$ cat src/hdl/hdlcbs_pkg.sv
// Shared types and constants for the HDLC bit-stuffing framer.
package hdlcbs_pkg;

	localparam logic [7:0] FLAG_RESET  = 8'h7E;
	localparam logic [2:0] STUFF_LIMIT = 3'd5;
	localparam int         QUEUE_DEPTH = 4;

	// One classified input bit, as handed from front to back.
	typedef struct packed {
		logic data_bit;
		logic first;
		logic last;
		logic stuff;
	} cmd_t;

	typedef enum logic [2:0] {
		PH_HEAD,
		PH_OPEN,
		PH_DATA,
		PH_STUFF,
		PH_CLOSE
	} phase_t;

endpackage

$ cat src/hdl/hdlcbs_front.sv
// Front end: accepts input beats, tracks the ones run and decides stuffing.
module hdlcbs_front (
	input  logic               clk,
	input  logic               arst_n,
	input  logic               in_valid,
	output logic               in_stall,
	input  logic               data_bit,
	input  logic               frame_first,
	input  logic               frame_last,
	input  logic               q_full,
	output logic               push,
	output hdlcbs_pkg::cmd_t   cmd,
	output logic [2:0]         ones_run
);

	logic [2:0] ones_run_q;
	logic [2:0] run_base;
	logic [2:0] run_inc;
	logic       stuff;

	assign in_stall = q_full;
	assign push     = in_valid && !q_full;

	// frame start clears the run before this bit is counted
	assign run_base = frame_first ? 3'd0 : ones_run_q;
	assign run_inc  = run_base + 3'd1;
	assign stuff    = data_bit && (run_inc == hdlcbs_pkg::STUFF_LIMIT);

	always_comb begin
		cmd.data_bit = data_bit;
		cmd.first    = frame_first;
		cmd.last     = frame_last;
		cmd.stuff    = stuff;
	end

	always_ff @(posedge clk or negedge arst_n) begin
		if (!arst_n) begin
			ones_run_q <= 3'd0;
		end else if (push) begin
			if (!data_bit || stuff) begin
				ones_run_q <= 3'd0;
			end else begin
				ones_run_q <= run_inc;
			end
		end
	end

	assign ones_run = ones_run_q;

endmodule

$ cat src/hdl/hdlcbs_queue.sv
// Short command queue between front and back.
module hdlcbs_queue #(
	parameter int DEPTH = hdlcbs_pkg::QUEUE_DEPTH
) (
	input  logic             clk,
	input  logic             arst_n,
	input  logic             push,
	input  hdlcbs_pkg::cmd_t push_cmd,
	input  logic             pop,
	output hdlcbs_pkg::cmd_t head,
	output logic             full,
	output logic             empty
);

	localparam int PW = (DEPTH > 1) ? $clog2(DEPTH) : 1;
	localparam int CW = $clog2(DEPTH + 1);

	hdlcbs_pkg::cmd_t slot_q [DEPTH];
	logic [PW-1:0]    wr_ptr_q;
	logic [PW-1:0]    rd_ptr_q;
	logic [CW-1:0]    count_q;
	logic             do_pop;

	assign full   = (count_q == CW'(DEPTH));
	assign empty  = (count_q == '0);
	assign head   = slot_q[rd_ptr_q];
	assign do_pop = pop && !empty;

	always_ff @(posedge clk) begin
		if (push) begin
			slot_q[wr_ptr_q] <= push_cmd;
		end
	end

	always_ff @(posedge clk or negedge arst_n) begin
		if (!arst_n) begin
			wr_ptr_q <= '0;
			rd_ptr_q <= '0;
			count_q  <= '0;
		end else begin
			if (push) begin
				wr_ptr_q <= (wr_ptr_q == PW'(DEPTH - 1)) ? '0 : wr_ptr_q + 1'b1;
			end
			if (do_pop) begin
				rd_ptr_q <= (rd_ptr_q == PW'(DEPTH - 1)) ? '0 : rd_ptr_q + 1'b1;
			end
			if (push && !do_pop) begin
				count_q <= count_q + 1'b1;
			end else if (do_pop && !push) begin
				count_q <= count_q - 1'b1;
			end
		end
	end

endmodule

$ cat src/hdl/hdlcbs_back.sv
// Back end: expands each command into flag, payload and stuffed line beats.
module hdlcbs_back (
	input  logic             clk,
	input  logic             arst_n,
	input  logic [7:0]       flag_pattern,
	input  hdlcbs_pkg::cmd_t head,
	input  logic             q_empty,
	output logic             pop,
	output logic             out_valid,
	input  logic             out_stall,
	output logic             line_bit,
	output logic             is_flag,
	output logic             is_stuffed,
	output logic             run_end
);

	hdlcbs_pkg::phase_t phase_q;
	hdlcbs_pkg::phase_t phase_cur;
	hdlcbs_pkg::phase_t phase_d;
	logic [2:0]         idx_q;
	logic [2:0]         idx_d;
	logic               advance;
	logic               emit;
	logic               beat_bit;
	logic               beat_flag;
	logic               beat_stuffed;
	logic               beat_done;
	logic               out_valid_q;
	logic               line_bit_q;
	logic               is_flag_q;
	logic               is_stuffed_q;
	logic               run_end_q;

	assign advance = !out_valid_q || !out_stall;
	assign emit    = advance && !q_empty;
	assign pop     = emit && beat_done;

	always_comb begin
		if (phase_q == hdlcbs_pkg::PH_HEAD) begin
			phase_cur = head.first ? hdlcbs_pkg::PH_OPEN : hdlcbs_pkg::PH_DATA;
		end else begin
			phase_cur = phase_q;
		end
	end

	// next state
	always_comb begin
		phase_d = phase_q;
		idx_d   = idx_q;
		if (emit) begin
			case (phase_cur)
				hdlcbs_pkg::PH_OPEN: begin
					idx_d   = idx_q + 3'd1;
					phase_d = (idx_q == 3'd7) ? hdlcbs_pkg::PH_DATA : hdlcbs_pkg::PH_OPEN;
				end
				hdlcbs_pkg::PH_DATA: begin
					if (head.stuff) begin
						phase_d = hdlcbs_pkg::PH_STUFF;
					end else if (head.last) begin
						phase_d = hdlcbs_pkg::PH_CLOSE;
					end else begin
						phase_d = hdlcbs_pkg::PH_HEAD;
					end
				end
				hdlcbs_pkg::PH_STUFF: begin
					phase_d = head.last ? hdlcbs_pkg::PH_CLOSE : hdlcbs_pkg::PH_HEAD;
				end
				hdlcbs_pkg::PH_CLOSE: begin
					idx_d   = idx_q + 3'd1;
					phase_d = (idx_q == 3'd7) ? hdlcbs_pkg::PH_HEAD : hdlcbs_pkg::PH_CLOSE;
				end
				default: begin
					phase_d = hdlcbs_pkg::PH_HEAD;
					idx_d   = 3'd0;
				end
			endcase
		end
	end

	// beat contents; flag bits go MSB first, so bit index is ~idx
	always_comb begin
		beat_bit     = 1'b0;
		beat_flag    = 1'b0;
		beat_stuffed = 1'b0;
		beat_done    = 1'b0;
		case (phase_cur)
			hdlcbs_pkg::PH_OPEN: begin
				beat_bit  = flag_pattern[~idx_q];
				beat_flag = 1'b1;
			end
			hdlcbs_pkg::PH_DATA: begin
				beat_bit  = head.data_bit;
				beat_done = !head.stuff && !head.last;
			end
			hdlcbs_pkg::PH_STUFF: begin
				beat_stuffed = 1'b1;
				beat_done    = !head.last;
			end
			hdlcbs_pkg::PH_CLOSE: begin
				beat_bit  = flag_pattern[~idx_q];
				beat_flag = 1'b1;
				beat_done = (idx_q == 3'd7);
			end
			default: begin
				beat_done = 1'b0;
			end
		endcase
	end

	always_ff @(posedge clk or negedge arst_n) begin
		if (!arst_n) begin
			phase_q     <= hdlcbs_pkg::PH_HEAD;
			idx_q       <= 3'd0;
			out_valid_q <= 1'b0;
		end else begin
			phase_q <= phase_d;
			idx_q   <= idx_d;
			if (advance) begin
				out_valid_q <= emit;
			end
		end
	end

	always_ff @(posedge clk) begin
		if (emit) begin
			line_bit_q   <= beat_bit;
			is_flag_q    <= beat_flag;
			is_stuffed_q <= beat_stuffed;
			run_end_q    <= beat_done;
		end
	end

	assign out_valid  = out_valid_q;
	assign line_bit   = line_bit_q;
	assign is_flag    = is_flag_q;
	assign is_stuffed = is_stuffed_q;
	assign run_end    = run_end_q;

endmodule

$ cat src/hdl/hdlc_bit_stuff_framer_unit.sv
// HDLC framer top: flag register, front end, command queue and back end.
// An accepted bit is written into a queue slot; its first line beat is then registered by the back end.
// Throughput: one input bit per cycle while the queue is not full; an item gives its payload beat,
// plus opening flag, stuffed zero and closing flag beats as needed, at one beat/cycle unless out_stall holds.
// The queue lets the front keep taking bits while the back end sends flags.
// Reset: flag pattern 0x7E, ones run cleared, queue empty, no output beat pending.
module hdlc_bit_stuff_framer_unit #(
	parameter int QUEUE_DEPTH = hdlcbs_pkg::QUEUE_DEPTH
) (
	input  logic       clk,
	input  logic       arst_n,
	input  logic       cfg_wr_en,
	input  logic [7:0] cfg_wr_data,
	input  logic       in_valid,
	output logic       in_stall,
	input  logic       data_bit,
	input  logic       frame_first,
	input  logic       frame_last,
	output logic       out_valid,
	input  logic       out_stall,
	output logic       line_bit,
	output logic       is_flag,
	output logic       is_stuffed,
	output logic       run_end
);

	logic [7:0]       flag_pattern_q;
	logic             push;
	logic             pop;
	logic             q_full;
	logic             q_empty;
	logic [2:0]       ones_run;
	hdlcbs_pkg::cmd_t push_cmd;
	hdlcbs_pkg::cmd_t head;

	always_ff @(posedge clk or negedge arst_n) begin
		if (!arst_n) begin
			flag_pattern_q <= hdlcbs_pkg::FLAG_RESET;
		end else if (cfg_wr_en) begin
			flag_pattern_q <= cfg_wr_data;
		end
	end

	hdlcbs_front u_front (
		.clk         (clk),
		.arst_n      (arst_n),
		.in_valid    (in_valid),
		.in_stall    (in_stall),
		.data_bit    (data_bit),
		.frame_first (frame_first),
		.frame_last  (frame_last),
		.q_full      (q_full),
		.push        (push),
		.cmd         (push_cmd),
		.ones_run    (ones_run)
	);

	hdlcbs_queue #(
		.DEPTH (QUEUE_DEPTH)
	) u_queue (
		.clk      (clk),
		.arst_n   (arst_n),
		.push     (push),
		.push_cmd (push_cmd),
		.pop      (pop),
		.head     (head),
		.full     (q_full),
		.empty    (q_empty)
	);

	hdlcbs_back u_back (
		.clk          (clk),
		.arst_n       (arst_n),
		.flag_pattern (flag_pattern_q),
		.head         (head),
		.q_empty      (q_empty),
		.pop          (pop),
		.out_valid    (out_valid),
		.out_stall    (out_stall),
		.line_bit     (line_bit),
		.is_flag      (is_flag),
		.is_stuffed   (is_stuffed),
		.run_end      (run_end)
	);

	// run of ones never reaches the stuffing limit once stored
	a_run_bound: assert property (@(posedge clk) disable iff (!arst_n)
		ones_run < hdlcbs_pkg::STUFF_LIMIT)
		else $error("ones run reached stuffing limit");

	// a stuffed beat is a plain zero
	a_stuff_zero: assert property (@(posedge clk) disable iff (!arst_n)
		(out_valid && is_stuffed) |-> (!line_bit && !is_flag))
		else $error("stuffed beat malformed");

	// pending work with a free output register yields a beat next cycle
	a_back_moves: assert property (@(posedge clk) disable iff (!arst_n)
		(!q_empty && (!out_valid || !out_stall)) |=> out_valid)
		else $error("back end did not emit");

endmodule

$ cat config.mk
export PLATFORM = sky130hd
export DESIGN_NAME = hdlc_bit_stuff_framer_unit
export DESIGN_NICKNAME = d
export VERILOG_FILES = /design/src/hdl/hdlcbs_pkg.sv /design/src/hdl/hdlcbs_front.sv /design/src/hdl/hdlcbs_queue.sv /design/src/hdl/hdlcbs_back.sv /design/src/hdl/hdlc_bit_stuff_framer_unit.sv
export SDC_FILE = /design/constraint.sdc
export NUM_CORES = 1
export LEC_CHECK = 0
export ABC_AREA = 0
export BUFFER_PORTS_ARGS = -buffer_cell sky130_fd_sc_hd__buf_4
export CAP_MARGIN = 10
export CORE_MARGIN = 3
export CORE_UTILIZATION = 30
export CTS_CLUSTER_SIZE = 24
export DETAILED_ROUTE_END_ITERATION = 8
export GPL_ROUTABILITY_DRIVEN = 0
export GPL_TIMING_DRIVEN = 0
export PLACE_DENSITY = 0.42
export SETUP_SLACK_MARGIN = 0.3
export SLEW_MARGIN = 25
export SYNTH_ARGS = -nofsm -noshare
export SYNTH_HDL_FRONTEND = slang
export SYNTH_SLANG_ARGS = --single-unit
$ cat constraint.sdc
create_clock -name clk -period 4.79 [get_ports clk]
set_clock_uncertainty 0.15 [all_clocks]
set_input_delay 1.437 -clock clk [delete_from_list [all_inputs] [get_ports clk]]
set_output_delay 1.437 -clock clk [all_outputs]
set_load 0.02 [all_outputs]
* Yosys cells after proc, flatten, opt, wreduce, memory -nomap -nowiden
Memories as Yosys holds them, arrays and structs flattened.
Cells that the tools add are included.
** Operators by class
- Multiplexer cells :: 22
- $add $sub $neg :: 6
- Magnitude comparators :: 1
- Eq/ne operators :: 9
- Bitwise logic cells :: 2
- Reductions and logical operators :: 25
** Operator list (number)
- two-way mux 3 bit :: 8
- equality test 3 bit, second input constant :: 4
- case mux 3 bit (4 select lines) :: 1
- adder 3 x 1 -> 3 bit, second input constant :: 3
- logical NOT 1 bit :: 9
- logical AND 1 bit :: 8
- two-way mux 2 bit :: 4
- equality test 3 x 2 -> 1 bit, second input constant :: 2
- logical NOT 3 bit :: 2
- case mux 3 bit (2 select lines) :: 1
- two-way mux 1 bit :: 5
- adder 2 x 1 -> 2 bit, second input constant :: 2
- equality test 2 bit, second input constant :: 2
- < comparator 3 x 4 -> 1 bit, second input constant :: 1
- OR reduction 2 bit :: 2
- binary-select mux 1 bit (select 3 bit) :: 1
- equality test 3 x 1 -> 1 bit, second input constant :: 1
- inverter 3 bit :: 1
- case mux 1 bit (3 select lines) :: 1
- subtractor 3 x 1 -> 3 bit, second input constant :: 1
- logical OR 1 bit :: 2
- case mux 1 bit (2 select lines) :: 1
- AND reduction 2 bit :: 1
- nonzero test 2 bit :: 1
- inverter 1 bit :: 1
** Storage, ports and cells
- Register bits after elaboration :: 29
- Memories :: 1
- Output and inout port bits :: 6
- Input port bits :: 16
- Memory bits (writable) :: 16
- Word-level logic and storage cells :: 78
** Memory list
- u_queue.slot_q :: depth 4, bits a word 4, rd ports 1, clocked after Yosys merged registers in 0, wr ports 1, RTL line hdlcbs_queue.sv:18 : hdlcbs_pkg::cmd_t slot_q [DEPTH];

* Depth between registers and ports, before layout
Gate-level depths: netlist of run 1.
An unclocked memory read counts as a cell.
- Word-level depth :: 10
- Gate-level depth with buffers :: 11
- Depth with buffers taken out :: 11

* Hierarchy
A second synthesis of run 1 with hierarchy kept.
** Unflattened totals
- Cells, all modules :: 159
- Area total of the unflattened synthesis :: 2250.9 µm²
** By module, submodules not included
- hdlcbs_queue :: instances 1, seq. area each 655.6 µm², area each 1007.2 µm², cells an instance 58
- hdlcbs_back :: instances 1, seq. area each 295.3 µm², area each 624.3 µm², cells an instance 52
- hdlc_bit_stuff_framer_unit :: instances 1, seq. area each 207.7 µm², area each 339.1 µm², cells an instance 17
- hdlcbs_front :: instances 1, seq. area each 75.1 µm², area each 280.3 µm², cells an instance 32

* Least setup slack after synthesis of run 1
No wires, ideal clock.
- Kind :: input to register
- From :: input out_stall
- To :: register u_queue.count_q[1]
- Cell stages on the path :: 9
- Required time :: 4515 ps
- Setup time :: 125 ps
- Setup slack :: 1308 ps
- Arrival time :: 3207 ps
- Buffers on the path :: 1
- Path through :: and2_1 > or2_2 > clkbuf_1 > inv_1 > nand2_1 > ha_1 > inv_1 > fa_1 > mux2_2
** On the way
- Longest elaborated chain between the ends :: 8
- Elaborated cells on any way between the ends :: 10
- Classes of those cells :: mux: 1; reduce/logical: 9
** Ends and longest elaborated chain
- start: declaration :: RTL line hdlc_bit_stuff_framer_unit.sv:20 : input logic out_stall,
- logical NOT 1 bit (*) :: RTL line hdlcbs_back.sv:34 : assign advance = !out_valid_q || !out_stall;
- logical OR 1 bit (*) :: RTL line hdlcbs_back.sv:34
- logical AND 1 bit (*) :: RTL line hdlcbs_back.sv:35 : assign emit = advance && !q_empty;
- net u_back.emit :: RTL line hdlcbs_back.sv:23 : logic emit;
- logical AND 1 bit (*) :: RTL line hdlcbs_back.sv:36 : assign pop = emit && beat_done;
- logical AND 1 bit (*) :: RTL line hdlcbs_queue.sv:27 : assign do_pop = pop && !empty;
- logical NOT 1 bit :: RTL line hdlcbs_queue.sv:47 : if (push && !do_pop) begin
- logical AND 1 bit :: RTL line hdlcbs_queue.sv:47
- two-way mux 3 bit / nonzero test 2 bit (equally long branches)
- end signal: assignment :: RTL line hdlcbs_queue.sv:48 : count_q <= count_q + 1'b1;
- end signal: assignment :: RTL line hdlcbs_queue.sv:50 : count_q <= count_q - 1'b1;
- end: declaration :: RTL line hdlcbs_queue.sv:21 : logic [CW-1:0] count_q;
Mark *: on every way through the listed nets, which the timed path passes. The rest lies on a longest branch.
A chain may end at the register's enable or synchronous reset.

* Worst setup path after layout of run 1
- From :: input out_stall
- To :: register u_queue.count_q[2]
The elaborated chain is that of the path after synthesis.

==> impl_metrics.json, run 1 <==
{
  "htreeDepth": 2,
  "hp-start": "u_queue.count_q[2]",
  "synth_area_leader_cell": "edfxtp_1",
  "yosysSeqAreaShare_pct": 54.0,
  "grt_setup_unrepaired": "false",
  "dieWidth_um": 93.3,
  "via_count": 1465,
  "diodes": 0,
  "grt.overflow.total": 0,
  "ant_nets": 0,
  "grt_pass1_wl_um": 7690,
  "worstSetupStartpoint": "out_stall",
  "pre_cts_slack_ns": 0.784,
  "numPortBuffers": 20,
  "cts_made_buffers": 5,
  "internal_power_uw": 908,
  "dpl.cell_count": 299,
  "detail_route.wl_per_cell_um": 14.5,
  "drtPass1Iterations": 4,
  "initial_core_util_pct": 31.2,
  "power_density_nw_per_um2": 524,
  "setup_slack_ns": 1.14,
  "p_seq_share_pct": 41.7,
  "stdcell_count": 307,
  "yosys_warnings": 0,
  "r2r-start": "u_queue.count_q[0]",
  "worstPathRequired_ns": 4.87,
  "leakagePower_uw": 0.00109,
  "max-cap-violations": 0,
  "dp_hpwl_um": 3340,
  "hold_violations": 0,
  "path_class": "in -> reg",
  "grt_pass1_vias": 1535,
  "synth_cells": 180,
  "p_sw_uw": 491,
  "io_pins": 22,
  "status": "finished, final reports clean",
  "min_path_type": "reg -> reg",
  "grt_max_degree": 26,
  "syn_area_per_cell_sq_um": 12.7,
  "cts_max_path_buffers": 2,
  "finalCriticalPeriod_ns": 3.65,
  "cts_sinks": 45,
  "synth_top_flop_cell": "edfxtp_1",
  "cp.arrival_ns": 3.73,
  "drt-total-wl_um": 4440,
  "insertion_delay_ns": 0.30,
  "crit_fanout": 9,
  "clkPwrFrac_pct": 21.1,
  "die_area_sq_um": 8700,
  "synth-seq-cells": 45,
  "cts_resized": 0,
  "cts_root_buf": "clkbuf_8",
  "synth_nets": 207,
  "fp.dieH_um": 93.3,
  "worstSetupStartpointType": "input port",
  "slew_violations": 0,
  "synth_async_sr_flop_share_pct": 55.6,
  "synthTopCellsByArea": "edfxtp_1, dfrtp_1, dfstp_2",
  "cts_tree": "yes",
  "share_comb_of_total_power_pct": 37.2,
  "syn2layout_area_growth_pct": 16.9,
  "core_sq_um": 7330,
  "grtUsageTotal_pct": 11.4,
  "drc": 0,
  "fin_crit_sh_pct": 76.3,
  "slew_headroom_pct": 42.5,
  "yosysTopAreaCellShare_pct": 26.3,
  "vias_per_cell": 4.77,
  "setup_violations": 0,
  "num_rows": 31,
  "power.share.switching_pct": 35.1,
  "nNetsFinal": 234,
  "postCtsSetupBuffers": 0,
  "finalSetupTns_ns": 0,
  "yosysUniqueCellTypes": 44,
  "worst_pin_slew_ns": 0.856,
  "clock.fmax_ghz": 0.274,
  "cp-end-kind": "register",
  "synth_edf_count": 20,
  "vdd_drop_max_mv": 0.205,
  "antenna_found_initial": 0,
  "detail_route.iter0.violations": 39,
  "clkTransAtPathRegs_ns": 0.09,
  "netlist_area_sq_um": 2280,
  "drive_above_1_share_pct": 25.5,
  "cts_hold_buf": 0
}
## per-stage QoR
stage          util (%)  hold slack, ns  instance area, sq um  total power, uW
2_1_floorplan         -           0.306                  2280              962
3_3_place_gp       34.9           0.326                  2560             1090
3_5_place_dp       34.9           0.349                  2560             1120
4_1_cts            36.4           0.362                  2670             1420
5_1_grt            36.4           0.368                  2670             1510
6_report           36.4           0.354                  2670             1400
## cells in the mapped netlist (2+ instances only)
master / count
edfxtp_1: 20
dfrtp_1: 19
inv_1: 16
mux2_2: 12
ha_1: 10
nand2_1: 10
and2_1: 7
clkbuf_1: 6
dfstp_2: 6
nor2_1: 6
o21ai_0: 6
mux2i_1: 5
nor2b_1: 4
nor3_1: 4
o31ai_1: 4
mux4_2: 3
nand2b_1: 3
nor4_1: 3
xor2_1: 3
a221oi_1: 2
a2bb2oi_1: 2
mux4_1: 2
o22ai_1: 2
o31a_1: 2
or2_2: 2
or4_1: 2
xnor2_1: 2
## metal layers
metal	wire length [um]	GRT usage (%)	part of all wire, %
met1	2010	14.2	45
met2	2210	19.2	50
met3	173	2.82	3.9
met4	53	3.91	1.2
met5	0	0	0
## sequential cells by signal, indices dropped and copies added, names as in the netlist, 2 cells and up
name              cells
u_queue.wr_ptr_q      2
u_queue.rd_ptr_q      2
u_queue.count_q       3
u_front.ones_run      3
u_back.idx_q          3
u_queue.slot_q       16
flag_pattern_q        8
u_back.phase_q        3
## critical path, cell delays in order
cell,delay [ns]
buf_4,0.07
and2_1,0.20
or2_2,0.14
clkbuf_1,0.31
inv_1,0.23
nand2_1,0.18
ha_1,0.22
inv_1,0.07
fa_1,0.44
xor2_1,0.16
nor2_1,0.11
xor2_1,0.16
## cell families (layout without fill, tap and decap cells)
logic type | Yosys count | after routing | share of synthesized area, %
and+or+nand+nor | 48 | 48 | 11.7
DFF | 45 | 45 | 54.0
AOI/OAI and AO/OA | 26 | 26 | 8.60
buffers and inverters | 23 | 51 | 4.11
muxes | 22 | 22 | 13.4
adders and majority gates | 11 | 11 | 6.35
xor gates and xnor gates | 5 | 5 | 1.92
## power groups by stage
stage,logic [uW],clock network (uW),registers (uW)
3_5_place_dp,526,0,594
3_3_place_gp,503,0,587
6_report,521,295,584
4_1_cts,529,305,586
5_1_grt,586,323,597
2_1_floorplan,367,0,594
## worst paths after layout
kind                                            to  slack [ns]  depth (start not counted)
min in group asynchronous        u_back.phase_q[1]        0.88                          1
worst min register to register  u_queue.count_q[2]        0.35                          1
worst min-delay path            u_queue.count_q[2]        0.35                          1
max in group asynchronous        flag_pattern_q[1]        3.30                          1
worst max register to register  u_queue.count_q[2]        1.30                         11
worst max-delay path            u_queue.count_q[2]        1.14                         12
## cells in the final DEF, fill, tap and decap left out, drive strengths merged, types with 2 or more instances in the layout
master,instances
or2,2
o21ai,6
inv,17
xnor2,2
a2bb2oi,2
ha,10
or4,2
nor3,4
nand2b,3
nor2b,4
mux2i,5
xor2,3
clkbuf,11
edfxtp,20
o22ai,2
mux2,12
mux4,5
nor2,6
dfrtp,19
dfstp,6
buf,21
o31a,2
nand2,10
nor4,3
a221oi,3
and2,7
o31ai,4
## area by class of cell
class	instances	area (sq um)
Tap cell	99	124
Sequential cell	45	1230
Buffer	7	33.8
Clock inverter	3	43.8
Multi-Input combinational cell	112	957
Timing Repair Buffer	20	150
Clock buffer	5	68.8
Fill cell	701	4660
Inverter	16	60.1
No activity file was read; power rests on OpenSTA's default activity.
==> run 2: changes to the inputs <==
--- a/config.mk
+++ b/config.mk
@@ -5,7 +5,7 @@
 export SDC_FILE = /design/constraint.sdc
 export NUM_CORES = 1
 export LEC_CHECK = 0
-export ABC_AREA = 0
+export ABC_AREA = 1
 export BUFFER_PORTS_ARGS = -buffer_cell sky130_fd_sc_hd__buf_4
 export CAP_MARGIN = 10
 export CORE_MARGIN = 3
==> constraint.sdc (replaced) <==
create_clock -name clk -period 3.6 [get_ports clk]
set_clock_uncertainty 0.15 [all_clocks]
set_input_delay 1.08 -clock clk [delete_from_list [all_inputs] [get_ports clk]]
set_output_delay 1.08 -clock clk [all_outputs]
set_load 0.02 [all_outputs]
==> run 2 against run 1 <==
  * Global-route usage decreased by 1.4 points
  * Synthesized cell count increased by 28%
  * Sequential share of layout area is 1.7 points higher
  * Clock power is 17% higher
  * Register-to-register slack worse by 0.35 ns
  * Largest cell class unchanged
==> impl_metrics.json, run 2 <==
{
  "status": "finished, final reports clean",
  "finalSetupTns_ns": 0,
  "synth_top_family_by_area": "simple AND/OR/NAND/NOR gates",
  "num_rows": 30,
  "detail_route.wl_per_cell_um": 11.0,
  "via_count": 1488,
  "worst_pin_slew_ns": 0.383,
  "synth_compound_area_share_pct": 7.06,
  "slew_headroom_pct": 74.4,
  "fin_crit_sh_pct": 73.7,
  "power_density_nw_per_um2": 728,
  "io_pins": 22,
  "syn2layout_area_growth_pct": 17.3,
  "worstSetupStartpointType": "register",
  "crit_fanout": 7,
  "finalCriticalPeriod_ns": 2.65,
  "yosysSeqAreaShare_pct": 56.2,
  "drive_above_1_share_pct": 19.6,
  "yosysTopAreaCellShare_pct": 27.3,
  "grt.overflow.total": 0,
  "grt_pass1_wl_um": 6670,
  "multi_input_area_sq_um": 802,
  "yosys_warnings": 0,
  "synth.mux.area_fraction_pct": 2.05,
  "largest_register_ffs": 16,
  "initial_core_util_pct": 31.6,
  "largest_registers": "u_queue.slot_q x16, flag_pattern_q x8",
  "diodes": 0,
  "cts_sinks": 45,
  "synth_xor_area_share_pct": 1.20,
  "top_register": "u_queue.slot_q",
  "nNetsFinal": 286,
  "cts_resized": 0,
  "grt_max_degree": 26,
  "drc": 0,
  "setup_slack_ns": 0.948,
  "final_util_pct": 37.1,
  "cts_made_buffers": 5,
  "drtPass1Iterations": 4,
  "synth_fa_ha_area_share_pct": 6.61,
  "grtUsageTotal_pct": 9.99,
  "detail_route.iter0.violations": 23,
  "synth_async_sr_flop_share_pct": 55.6,
  "slew_violations": 0,
  "fp.dieH_um": 91.6,
  "cp.arrival_ns": 2.68,
  "final_cell_area_sq_um": 2580,
  "vias_per_cell": 4.18,
  "grt_setup_unrepaired": "false",
  "synth_most_common_cell": "nand2_1",
  "synth_top_flop_cell": "edfxtp_1",
  "drt-total-wl_um": 3910,
  "synth-seq-cells": 45,
  "dieWidth_um": 91.6,
  "htreeDepth": 2,
  "ff2ff_setup_slack_ns": 0.95,
  "clkTransAtPathRegs_ns": 0.08,
  "path_class": "reg -> reg",
  "numPortBuffers": 21,
  "cts_hold_buf": 0,
  "cts_root_buf": "clkbuf_8",
  "core_sq_um": 6940,
  "die_area_sq_um": 8390,
  "synth_cells": 231,
  "vdd_drop_max_mv": 0.200,
  "pre_cts_slack_ns": 0.679,
  "clock.fmax_ghz": 0.377,
  "worstPathRequired_ns": 3.63,
  "synth_edf_count": 20,
  "cp-end-kind": "register",
  "leakagePower_uw": 0.00119,
  "min_path_type": "reg -> reg",
  "max-cap-violations": 0,
  "synthTopCellsByArea": "edfxtp_1, dfrtp_1, nand2_1",
  "insertion_delay_ns": 0.29,
  "grt_pass1_vias": 1472,
  "antenna_found_initial": 0,
  "fillers": 708,
  "seq_area_sq_um": 1230,
  "postCtsSetupBuffers": 0,
  "hold_violations": 0,
  "synthTopCellsByCount": "nand2_1, inv_1, edfxtp_1",
  "final_cell_mix": "nand2_1, inv_1, buf_4",
  "synthSimpleGateAreaFrac_pct": 19.6,
  "dp_hpwl_um": 2990,
  "ant_nets": 0,
  "mostFrequentLayoutCell": "nand2_1",
  "yosysUniqueCellTypes": 27,
  "netlist_area_sq_um": 2200,
  "cts_tree": "yes",
  "syn_area_per_cell_sq_um": 9.51,
  "synth_nets": 258,
  "dpl_cell_area_sq_um": 2470,
  "cts_max_path_buffers": 2,
  "synth_area_leader_cell": "edfxtp_1",
  "setup_violations": 0
}
[run 2: cell count changes in the layout (fill, tap and decap cells not counted), sizes merged, moves of 4 or more]
cell   previous run  this run
mux2i             5         0
mux4              5         0
mux2             12         4
o21ai             6        21
o31ai             4         0
nor2              6        17
inv              17        35
nand3             1        16
and2              7         0
a21oi             1         8
nor2b             4         0
nand2            10        62
[run 2: path summary, 6_finish.rpt]
check	from	endpoint	cells after the start
worst min-delay path	flag_pattern_q[6]	flag_pattern_q[6]	2
min in group asynchronous	arst_n	u_back.phase_q[2]	1
max in group asynchronous	arst_n	flag_pattern_q[4]	1
worst max register to register	u_back.idx_q[0]	u_queue.count_q[2]	13
worst max-delay path	u_back.idx_q[0]	u_queue.count_q[2]	13
worst min register to register	flag_pattern_q[6]	flag_pattern_q[6]	2
[run 2: kinds of logic after synthesis]
logic type,count (synthesis)
multiplexers,4
adder cells (fa/ha/maj),11
flip-flops,45
AND/OR/NAND/NOR,99
buffers and inverters,39
XOR/XNOR,3
AO/OA/AOI/OAI,30
[run 2: power breakdown]
group	internal (uW)	switching, uW	leakage [uW]
Clock	178	167	0.0000534
Sequential	701	97.5	0.000487
Combinational	280	451	0.000650
[run 2: per-stage QoR]
step           hold WS, ns  std cells  total power [uW]
2_1_floorplan        0.303        231              1360
3_5_place_dp         0.332        348              1560
6_report             0.341        356              1880
3_3_place_gp         0.323        348              1560
5_1_grt              0.372        356              2060
4_1_cts              0.349        356              1910
[run 2: worst max-delay path, stage by stage, from the launching register on]
cell and delay [ns]:
dfrtp_1 0.45, ha_1 0.23, ha_1 0.19, inv_1 0.09
nor2_1 0.05, a21oi_1 0.13, o21ai_2 0.11, nand2_2 0.10
ha_1 0.14, inv_1 0.07, fa_1 0.43, a21oi_1 0.14
o21ai_0 0.11, xnor2_1 0.14
[run 2: layout make-up]
| class | count | share of cell area, % |
|---|---|---|
| multi-input cells | 147 | 31.1 |
| flip-flops and latches | 45 | 47.9 |
| clock buffers | 7 | 3.79 |
| well taps | 96 | 4.66 |
| clock inverters | 1 | 0.194 |
| inverters | 36 | 5.24 |
| plain buffers | 3 | 1.02 |
| repair buffers | 21 | 6.12 |
[run 2: routing by layer]
metal  global-route usage, %  vias to the layer above  share of wire, %
met5                       0                        -                 0
met1                    12.3                      663                46
met4                    3.39                        0               1.3
met2                    16.7                       26                48
li1                        -                      795                 -
met3                    2.73                        4               3.9
